$ cat config.mk
export PLATFORM = sky130hd
export DESIGN_NAME = piecewise_linear_curve_eval
export DESIGN_NICKNAME = d
export VERILOG_FILES = /design/src/plce_pkg.sv /design/src/plce_dp.sv /design/src/plce_ctrl.sv /design/src/piecewise_linear_curve_eval.sv
export SDC_FILE = /design/constraint.sdc
export NUM_CORES = 2
export LEC_CHECK = 0
export BUFFER_PORTS_ARGS = -buffer_cell sky130_fd_sc_hd__buf_2
export CAP_MARGIN = 20
export CORE_MARGIN = 1
export CORE_UTILIZATION = 35
export CTS_CLUSTER_DIAMETER = 120
export CTS_CLUSTER_SIZE = 25
export DETAILED_ROUTE_END_ITERATION = 6
export SYNTH_ARGS = -nofsm -noshare
export SYNTH_HDL_FRONTEND = slang
export SYNTH_HIERARCHICAL = 1
export SYNTH_SLANG_ARGS = --single-unit
$ cat constraint.sdc
create_clock -name clock -period 12.4 [get_ports clock]
set_input_delay 2.48 -clock clock [delete_from_list [all_inputs] [get_ports clock]]
set_output_delay 2.48 -clock clock [all_outputs]
set_load 0.05 [all_outputs]
$ cat src/plce_pkg.sv
// Shared types and constants for the piecewise linear curve evaluator.
// No dependencies; the controller, datapath and top level import it.
package plce_pkg;

   localparam int LEVEL_W = 32;
   localparam int LENGTH_W = 32;
   localparam int FRAME_W = 32;
   localparam int INDEX_W = 4;
   localparam int COUNT_W = 5;
   localparam int FRAC_W = 16;

   // request tdata layout, lowest bit first
   localparam int REQ_IDX_LSB = 0;
   localparam int REQ_LVL_LSB = REQ_IDX_LSB + INDEX_W;
   localparam int REQ_LEN_LSB = REQ_LVL_LSB + LEVEL_W;
   localparam int REQ_FRM_LSB = REQ_LEN_LSB + LENGTH_W;
   localparam int REQ_USED_W = REQ_FRM_LSB + FRAME_W;
   localparam int REQ_DATA_W = ((REQ_USED_W + 7) / 8) * 8;
   localparam int RSP_DATA_W = LEVEL_W;

   // ratio divider: quotient bits, one per step
   localparam int DIV_STEPS = FRAC_W;
   localparam int DIV_CNT_W = 4;
   localparam int RATIO_W = FRAC_W + 1;

   localparam logic CMD_WRITE = 1'b0;
   localparam logic CMD_EVAL = 1'b1;

   typedef struct packed {
      logic wr_en;
      logic start;
      logic accum;
      logic take_seg;
      logic take_next;
      logic div_step;
      logic mult;
      logic load_out;
   } ctrl_cmd_type;

   typedef struct packed {
      logic below;
      logic seg_zero;
   } dp_status_type;

endpackage

$ cat src/plce_dp.sv
// Datapath of the curve evaluator: point tables, segment sum, ratio divider,
// multiplier and output register. Uses plce_pkg; driven by plce_ctrl.
module plce_dp #(
   parameter int MAX_POINTS = 16,
   localparam int IDX_W = (MAX_POINTS > 1) ? $clog2(MAX_POINTS) : 1
) (
   input  logic                            clock,
   input  logic                            reset,
   input  plce_pkg::ctrl_cmd_type          cmd,
   input  logic [IDX_W-1:0]                rd_addr,
   output plce_pkg::dp_status_type         status,
   input  logic [plce_pkg::REQ_DATA_W-1:0] req_tdata,
   output logic [plce_pkg::RSP_DATA_W-1:0] rsp_tdata,
   output logic                            rsp_tuser
);
   import plce_pkg::*;

   localparam int AW = (IDX_W > INDEX_W) ? IDX_W : INDEX_W;

   logic [LEVEL_W-1:0]  lvl_mem [MAX_POINTS];
   logic [LENGTH_W-1:0] len_mem [MAX_POINTS];
   logic [LEVEL_W-1:0]  rd_lvl_ff;
   logic [LENGTH_W-1:0] rd_len_ff;

   logic [INDEX_W-1:0]  req_index;
   logic [AW-1:0]       wr_index_wide;
   logic [IDX_W-1:0]    wr_addr;
   logic [LEVEL_W-1:0]  req_level;
   logic [LENGTH_W-1:0] req_length;
   logic [FRAME_W-1:0]  req_frame;

   logic [FRAME_W-1:0]  frame_ff, sum_ff, sum_in;
   logic [LENGTH_W-1:0] seg_ff, off_ff, off_in;
   logic [LEVEL_W-1:0]  cur_ff, nxt_ff;
   logic                zflag_ff, sat_ff;
   logic [LENGTH_W-1:0] rem_ff, rem_in;
   logic [FRAC_W-1:0]   quo_ff, quo_in;
   logic [LENGTH_W:0]   rem_shift;
   logic                rem_ge;
   logic [RATIO_W-1:0]  ratio;
   logic signed [LEVEL_W:0]              diff;
   logic signed [LEVEL_W+RATIO_W+1:0]    prod_ff;
   logic signed [LEVEL_W+2:0]            step, res;
   logic [LEVEL_W-1:0]  res_sat;
   logic [LEVEL_W-1:0]  rsp_level_ff;
   logic                rsp_flag_ff;

   assign req_index = req_tdata[REQ_IDX_LSB +: INDEX_W];
   assign req_level = req_tdata[REQ_LVL_LSB +: LEVEL_W];
   assign req_length = req_tdata[REQ_LEN_LSB +: LENGTH_W];
   assign req_frame = req_tdata[REQ_FRM_LSB +: FRAME_W];
   assign wr_index_wide = AW'(req_index);
   assign wr_addr = wr_index_wide[IDX_W-1:0];

   // point tables, registered read
   always_ff @(posedge clock) begin
      if (cmd.wr_en) begin
         lvl_mem[wr_addr] <= req_level;
         len_mem[wr_addr] <= req_length;
      end
      rd_lvl_ff <= lvl_mem[rd_addr];
      rd_len_ff <= len_mem[rd_addr];
   end

   assign status.below = ({1'b0, sum_ff} + {1'b0, rd_len_ff}) < {1'b0, frame_ff};
   assign status.seg_zero = (rd_len_ff == '0);

   assign sum_in = sum_ff + rd_len_ff;
   assign off_in = (frame_ff > sum_ff) ? (frame_ff - sum_ff) : '0;

   // restoring division step, remainder stays below the segment length
   assign rem_shift = {rem_ff, 1'b0};
   assign rem_ge = rem_shift >= {1'b0, seg_ff};
   always_comb begin
      rem_in = rem_ge ? LENGTH_W'(rem_shift - {1'b0, seg_ff}) : rem_shift[LENGTH_W-1:0];
      quo_in = {quo_ff[FRAC_W-2:0], rem_ge};
   end

   assign ratio = sat_ff ? RATIO_W'(1 << FRAC_W) : {1'b0, quo_ff};
   assign diff = $signed({nxt_ff[LEVEL_W-1], nxt_ff}) - $signed({cur_ff[LEVEL_W-1], cur_ff});

   // arithmetic shift floors toward minus infinity
   assign step = prod_ff[LEVEL_W+RATIO_W+1:FRAC_W];
   assign res = $signed({{3{cur_ff[LEVEL_W-1]}}, cur_ff}) + step;
   always_comb begin
      priority if (res > $signed({3'b000, 1'b0, {(LEVEL_W-1){1'b1}}})) begin
         res_sat = {1'b0, {(LEVEL_W-1){1'b1}}};
      end else if (res < $signed({3'b111, 1'b1, {(LEVEL_W-1){1'b0}}})) begin
         res_sat = {1'b1, {(LEVEL_W-1){1'b0}}};
      end else begin
         res_sat = res[LEVEL_W-1:0];
      end
   end

   always_ff @(posedge clock) begin
      if (cmd.start) begin
         frame_ff <= req_frame;
         sum_ff <= '0;
      end else if (cmd.accum) begin
         sum_ff <= sum_in;
      end
      if (cmd.take_seg) begin
         seg_ff <= rd_len_ff;
         cur_ff <= rd_lvl_ff;
         off_ff <= off_in;
         zflag_ff <= status.seg_zero;
      end
      if (cmd.take_next) begin
         nxt_ff <= rd_lvl_ff;
         rem_ff <= off_ff;
         quo_ff <= '0;
         sat_ff <= off_ff >= seg_ff;
      end else if (cmd.div_step) begin
         rem_ff <= rem_in;
         quo_ff <= quo_in;
      end
      if (cmd.mult) begin
         prod_ff <= $signed({{(RATIO_W+1){diff[LEVEL_W]}}, diff})
                    * $signed({{(LEVEL_W+2){1'b0}}, ratio});
      end
      if (cmd.load_out) begin
         rsp_level_ff <= zflag_ff ? cur_ff : res_sat;
         rsp_flag_ff <= zflag_ff;
      end
   end

   assign rsp_tdata = rsp_level_ff;
   assign rsp_tuser = rsp_flag_ff;

   a_sum_below_frame: assert property (@(posedge clock) disable iff (reset)
      cmd.accum |=> (sum_ff < frame_ff))
      else $error("segment sum reached the frame while walking");

   a_off_bounded: assert property (@(posedge clock) disable iff (reset)
      cmd.take_seg |=> (off_ff <= frame_ff))
      else $error("segment offset exceeds frame");

   a_rem_below_seg: assert property (@(posedge clock) disable iff (reset)
      (cmd.div_step && !sat_ff) |-> (rem_ff < seg_ff))
      else $error("divider remainder not below segment length");

endmodule

$ cat src/plce_ctrl.sv
// Controller of the curve evaluator: handshakes, point count register,
// segment walk index and divider step count. Uses plce_pkg; drives plce_dp.
module plce_ctrl #(
   parameter int MAX_POINTS = 16,
   localparam int IDX_W = (MAX_POINTS > 1) ? $clog2(MAX_POINTS) : 1
) (
   input  logic                         clock,
   input  logic                         reset,
   input  logic                         req_tvalid,
   output logic                         req_tready,
   input  logic                         req_tuser,
   input  logic [plce_pkg::INDEX_W-1:0] req_index,
   output logic                         rsp_tvalid,
   input  logic                         rsp_tready,
   input  logic                         csr_valid,
   output logic                         csr_ready,
   input  logic [plce_pkg::COUNT_W-1:0] csr_data,
   output plce_pkg::ctrl_cmd_type       cmd,
   output logic [IDX_W-1:0]             rd_addr,
   input  plce_pkg::dp_status_type      status
);
   import plce_pkg::*;

   localparam int CNT_W = $clog2(MAX_POINTS + 1);
   localparam logic [DIV_CNT_W-1:0] DIV_LAST = DIV_CNT_W'(DIV_STEPS - 1);

   typedef enum logic [5:0] {
      ST_IDLE   = 6'b000001,
      ST_SEARCH = 6'b000010,
      ST_NEXT   = 6'b000100,
      ST_DIV    = 6'b001000,
      ST_MUL    = 6'b010000,
      ST_FIN    = 6'b100000
   } state_type;

   state_type              state_ff, state_in;
   logic [COUNT_W-1:0]     count_ff;
   logic [CNT_W-1:0]       n_use;
   logic [IDX_W-1:0]       idx_ff, idx_in;
   logic [DIV_CNT_W-1:0]   div_cnt_ff, div_cnt_in;
   logic                   rsp_valid_ff, rsp_valid_in;
   logic                   req_fire, more, out_free;

   assign req_tready = (state_ff == ST_IDLE);
   assign req_fire = req_tvalid && req_tready;
   assign csr_ready = 1'b1;
   assign rsp_tvalid = rsp_valid_ff;
   assign out_free = !rsp_valid_ff || rsp_tready;

   always_comb begin
      priority if (count_ff == '0) begin
         n_use = CNT_W'(1);
      end else if (32'(count_ff) > MAX_POINTS) begin
         n_use = CNT_W'(MAX_POINTS);
      end else begin
         n_use = CNT_W'(count_ff);
      end
   end

   // another point follows the one at the walk index
   assign more = (CNT_W'(idx_ff) + CNT_W'(1)) < n_use;

   always_comb begin
      state_in = state_ff;
      idx_in = idx_ff;
      div_cnt_in = div_cnt_ff;
      rd_addr = '0;
      cmd = '0;
      unique case (state_ff)
         ST_IDLE: begin
            if (req_fire) begin
               if (req_tuser == CMD_EVAL) begin
                  cmd.start = 1'b1;
                  idx_in = '0;
                  state_in = ST_SEARCH;
               end else begin
                  cmd.wr_en = 32'(req_index) < MAX_POINTS;
               end
            end
         end
         ST_SEARCH: begin
            rd_addr = more ? (idx_ff + IDX_W'(1)) : '0;
            if (more && status.below) begin
               cmd.accum = 1'b1;
               idx_in = idx_ff + IDX_W'(1);
            end else begin
               cmd.take_seg = 1'b1;
               state_in = status.seg_zero ? ST_FIN : ST_NEXT;
            end
         end
         ST_NEXT: begin
            cmd.take_next = 1'b1;
            div_cnt_in = '0;
            state_in = ST_DIV;
         end
         ST_DIV: begin
            cmd.div_step = 1'b1;
            div_cnt_in = div_cnt_ff + DIV_CNT_W'(1);
            if (div_cnt_ff == DIV_LAST) begin
               state_in = ST_MUL;
            end
         end
         ST_MUL: begin
            cmd.mult = 1'b1;
            state_in = ST_FIN;
         end
         ST_FIN: begin
            if (out_free) begin
               cmd.load_out = 1'b1;
               state_in = ST_IDLE;
            end
         end
         default: begin
            state_in = ST_IDLE;
         end
      endcase
   end

   always_comb begin
      rsp_valid_in = rsp_valid_ff;
      if (rsp_tready) begin
         rsp_valid_in = 1'b0;
      end
      if (cmd.load_out) begin
         rsp_valid_in = 1'b1;
      end
   end

   always_ff @(posedge clock) begin
      if (reset) begin
         state_ff <= ST_IDLE;
         count_ff <= COUNT_W'(1);
         idx_ff <= '0;
         div_cnt_ff <= '0;
         rsp_valid_ff <= 1'b0;
      end else begin
         state_ff <= state_in;
         idx_ff <= idx_in;
         div_cnt_ff <= div_cnt_in;
         rsp_valid_ff <= rsp_valid_in;
         if (csr_valid && csr_ready) begin
            count_ff <= csr_data;
         end
      end
   end

   a_walk_in_range: assert property (@(posedge clock) disable iff (reset)
      (state_ff == ST_SEARCH) |-> (CNT_W'(idx_ff) < n_use))
      else $error("segment walk index beyond points in use");

   a_eval_starts_walk: assert property (@(posedge clock) disable iff (reset)
      (req_fire && req_tuser == CMD_EVAL) |=> (state_ff == ST_SEARCH && idx_ff == '0))
      else $error("evaluate word did not start the segment walk");

   a_load_sets_valid: assert property (@(posedge clock) disable iff (reset)
      cmd.load_out |=> rsp_valid_ff)
      else $error("result loaded but not presented");

   a_no_overwrite: assert property (@(posedge clock) disable iff (reset)
      (cmd.load_out && rsp_valid_ff) |-> rsp_tready)
      else $error("pending result overwritten");

endmodule

$ cat src/piecewise_linear_curve_eval.sv
// Piecewise linear curve evaluator: write words store curve points, evaluate
// words return the level interpolated at a frame. Uses plce_pkg, plce_ctrl, plce_dp.
// Evaluate word: a walk over the segments passed, then DIV_STEPS divider steps, the
// multiply and the result load; a zero-length segment goes from the walk to the load.
// Input is held off until the result is loaded, so no new word is taken during an evaluate.
// Synchronous reset sets the point count to 1; the point tables are not cleared.
module piecewise_linear_curve_eval #(
   parameter int MAX_POINTS = 16
) (
   input  logic                            clock,
   input  logic                            reset,
   input  logic                            req_tvalid,
   output logic                            req_tready,
   // point_index, point_level, segment_length, frame, zero pad
   input  logic [plce_pkg::REQ_DATA_W-1:0] req_tdata,
   // cmd
   input  logic                            req_tuser,
   output logic                            rsp_tvalid,
   input  logic                            rsp_tready,
   // curve_level
   output logic [plce_pkg::RSP_DATA_W-1:0] rsp_tdata,
   // zero_length_flag
   output logic                            rsp_tuser,
   input  logic                            csr_valid,
   output logic                            csr_ready,
   input  logic [plce_pkg::COUNT_W-1:0]    csr_data
);
   import plce_pkg::*;

   localparam int IDX_W = (MAX_POINTS > 1) ? $clog2(MAX_POINTS) : 1;

   ctrl_cmd_type    cmd;
   dp_status_type   status;
   logic [IDX_W-1:0] rd_addr;

   plce_ctrl #(
      .MAX_POINTS(MAX_POINTS)
   ) u_ctrl (
      .clock      (clock),
      .reset      (reset),
      .req_tvalid (req_tvalid),
      .req_tready (req_tready),
      .req_tuser  (req_tuser),
      .req_index  (req_tdata[REQ_IDX_LSB +: INDEX_W]),
      .rsp_tvalid (rsp_tvalid),
      .rsp_tready (rsp_tready),
      .csr_valid  (csr_valid),
      .csr_ready  (csr_ready),
      .csr_data   (csr_data),
      .cmd        (cmd),
      .rd_addr    (rd_addr),
      .status     (status)
   );

   plce_dp #(
      .MAX_POINTS(MAX_POINTS)
   ) u_dp (
      .clock     (clock),
      .reset     (reset),
      .cmd       (cmd),
      .rd_addr   (rd_addr),
      .status    (status),
      .req_tdata (req_tdata),
      .rsp_tdata (rsp_tdata),
      .rsp_tuser (rsp_tuser)
   );

endmodule
==> metrics.txt <==
Post-Syn Area 0.0822 sq mm; most common library cells after synthesis edfxtp_1 (1286), inv_1 (798), fa_1 (539); total gr overflow 0; largest net degree at the start of global routing 134; Fmax 101 MHz; YS warnings 6; iteration-0 DRC count of the detailed router 3838; worst vdd ir 0.0000962 V; RSZ-0062 raised after global routing no; CP dominant cell by count fa_1; sequential-to-total area share from yosys stat 50.2%; total track usage 17.6%; status complete, no violations; Worst Setup EP u_dp/prod_ff[50]; vias in the first global route 50.3k; Hold-fix buffers, CTS 0; synthesized net count 7103; top cell type's share of synthesized area 47.0%; ys flop type edfxtp_1; Synth area leader edfxtp_1; R2R cell count 33; Layout Skew 0.0362 ns; total core area 0.233 sq mm; FP Rows 177; Worst-Margin Slew 1.21 ns; Post-DP HPWL 145000 um; total negative slack 0 ns; CP startpoint u_dp/cur_ff[0]; initial antenna violation count 45; die area 0.237 sq mm; CP Class register to register; syn avg cell area 13.5 sq um; fin. max-slew vios 0; beginning of the worst register-to-register path u_dp/cur_ff[0]; startpoint types register; clock buffer depth 3; Final Hold Slack 0.411 ns; Post-Route WL 208000 um; post-synthesis async set-or-reset flop share 0%; worst skew pair latency 0.72 ns; ANT nets after route 0; slowest cell on the critical path xnor2_1; via count 48.8k; Die Ht 487 um; P&R area growth vs syn 8.60%; Leak 33.1 nW; # DRC 0; routability congestion estimate 0.911; clock transition at the registers of the reported paths 0.11 ns; Sink Count 1418; crit path capture type register; Num CTS Buffers 71; Post-Syn Instances 6101; r2r setup slk 2.54 ns; Fin. Hold Viols 0; depth of the CTS H-tree 3; MaxCap Viol Count 0; Final Critical Period 9.86 ns; Regs by FF count u_dp/len_mem x512, u_dp/lvl_mem x512, u_dp/prod_ff x35; Die X-Extent 487 um; ratio of cells with drive above 1 in the final layout 13.0%; first-pass GRT wire length 316000 um; CP peak stage delay 0.80 ns; number of post-CTS setup repair buffers 0; root buffer cell clkbuf_16; synth unique cells 110; most instantiated library cell after synthesis edfxtp_1; PostCTS Resize Cnt 0; Pwr Density 104 mW/mm^2; final setup fails 0; Worst slew margin 19.0%; leading post-synthesis cells by cell area edfxtp_1 (47%), fa_1 (13%), mux4_2 (8.8%), ha_1 (5.3%), inv_1 (3.6%); Worst Path Arrival 10.30 ns; Via-to-Cell Ratio 5.20; period utilisation layout 79.5%; IO Port Bufs 145; reg-to-reg endpoint u_dp/prod_ff[50]; Ports 151; CTS tree built; WL/cell 22.2 um; Layout Nets 7187; Starting Density 35.3%; crit path max fanout 10; EDFF count, synth 1286; drt pass-1 iters 6; Critical Path RT 12.85 ns; #FFs+latches synth 1418; Tightest Hold Check Type register to register
[routing by layer]
layer  vias to the layer above  global-route usage [%]  share of wire (%)  wire (um)
met4                        30                    6.48                3.3       6940
met2                      1346                    29.5                 49     102000
met5                         -                       0              0.098        203
met3                       297                    2.05                5.3      11100
li1                      21954                       -                  -          -
met1                     25181                    23.4                 42      87700
[how the worst min path moves through the flow]
stage / start / to / slack (ns) / cells past startpoint
6_report: u_dp/rd_lvl_ff[20] / u_dp/cur_ff[20] / 0.41 / 0
2_1_floorplan: u_dp/rd_lvl_ff[0] / u_dp/cur_ff[0] / 0.40 / 0
4_1_cts: u_dp/rd_lvl_ff[20] / u_dp/cur_ff[20] / 0.41 / 0
3_3_place_gp: u_dp/rd_lvl_ff[25] / u_dp/cur_ff[25] / 0.41 / 0
3_5_place_dp: u_dp/rd_lvl_ff[23] / u_dp/cur_ff[23] / 0.41 / 0
5_1_grt: u_dp/rd_lvl_ff[20] / u_dp/cur_ff[20] / 0.43 / 0
[critical path: cells and delay by family, from the launching register on]
kind | cells | cell delay (ns)
flops | 1 | 0.44
compound gates | 14 | 3.30
simple gates | 2 | 0.24
fa+ha+maj | 9 | 4.01
buf+inv | 6 | 0.63
xor+xnor | 2 | 0.95
[cells in the final DEF (no fill, tap or decap), types with 37 or more instances in the layout]
master        n
edfxtp_1   1286
inv_1       796
fa_1        539
nand2_1     416
nor2_1      374
ha_1        348
mux4_2      320
a21oi_1     183
buf_2       145
dfxtp_1     132
buf_4       116
o21ai_0     112
a21o_1      110
nor3_1      110
xnor2_1     104
nand3_1      89
clkbuf_16    74
xor2_1       73
mux2i_1      72
and2_1       59
a211oi_1     53
nor2b_1      47
nand2b_1     46
clkbuf_1     45
a31oi_1      41
o21a_1       37
[where the power goes]
part	switching, mW	leakage [nW]	internal [mW]	total [mW]
Combinational	0.715	19.3	0.434	1.15
Clock	1.56	1.07	1.17	2.73
Sequential	0.0569	12.7	5.30	5.36
[stage by stage]
stage	power [mW]	instances	utilization, %	area [sq um]	setup slack (ns)
CTS	9.32	9375	38.3	89200	2.52
global route	9.59	9380	38.3	89200	2.03
floorplan	6.23	6101	-	82200	3.70
global placement	6.59	9240	37.3	86900	2.59
finish	9.24	9388	38.3	89200	2.54
detailed placement	6.61	9244	37.3	86900	2.58
[logic make-up after synthesis]
logic type | Yosys count | synth area share [%]
simple gates | 1352 | 7.76
flops | 1418 | 50.2
other cells | 1 | 0.00456
xor+xnor | 179 | 1.94
mux | 426 | 10.1
buf+inv | 1054 | 4.94
compound gates | 784 | 6.60
fa+ha+maj | 887 | 18.4
[cell type report]
cell class              instances  area, sq um
flip-flops and latches       1418        41300
multi-input cells            3629        37100
repair buffers                266         1680
clock buffers                 120         2030
fillers                     22051       144000
well taps                    3132         3920
diodes                         13         32.5
inverters                     799         3000
clock inverters                11          231
(Power assumes the default switching activity.)
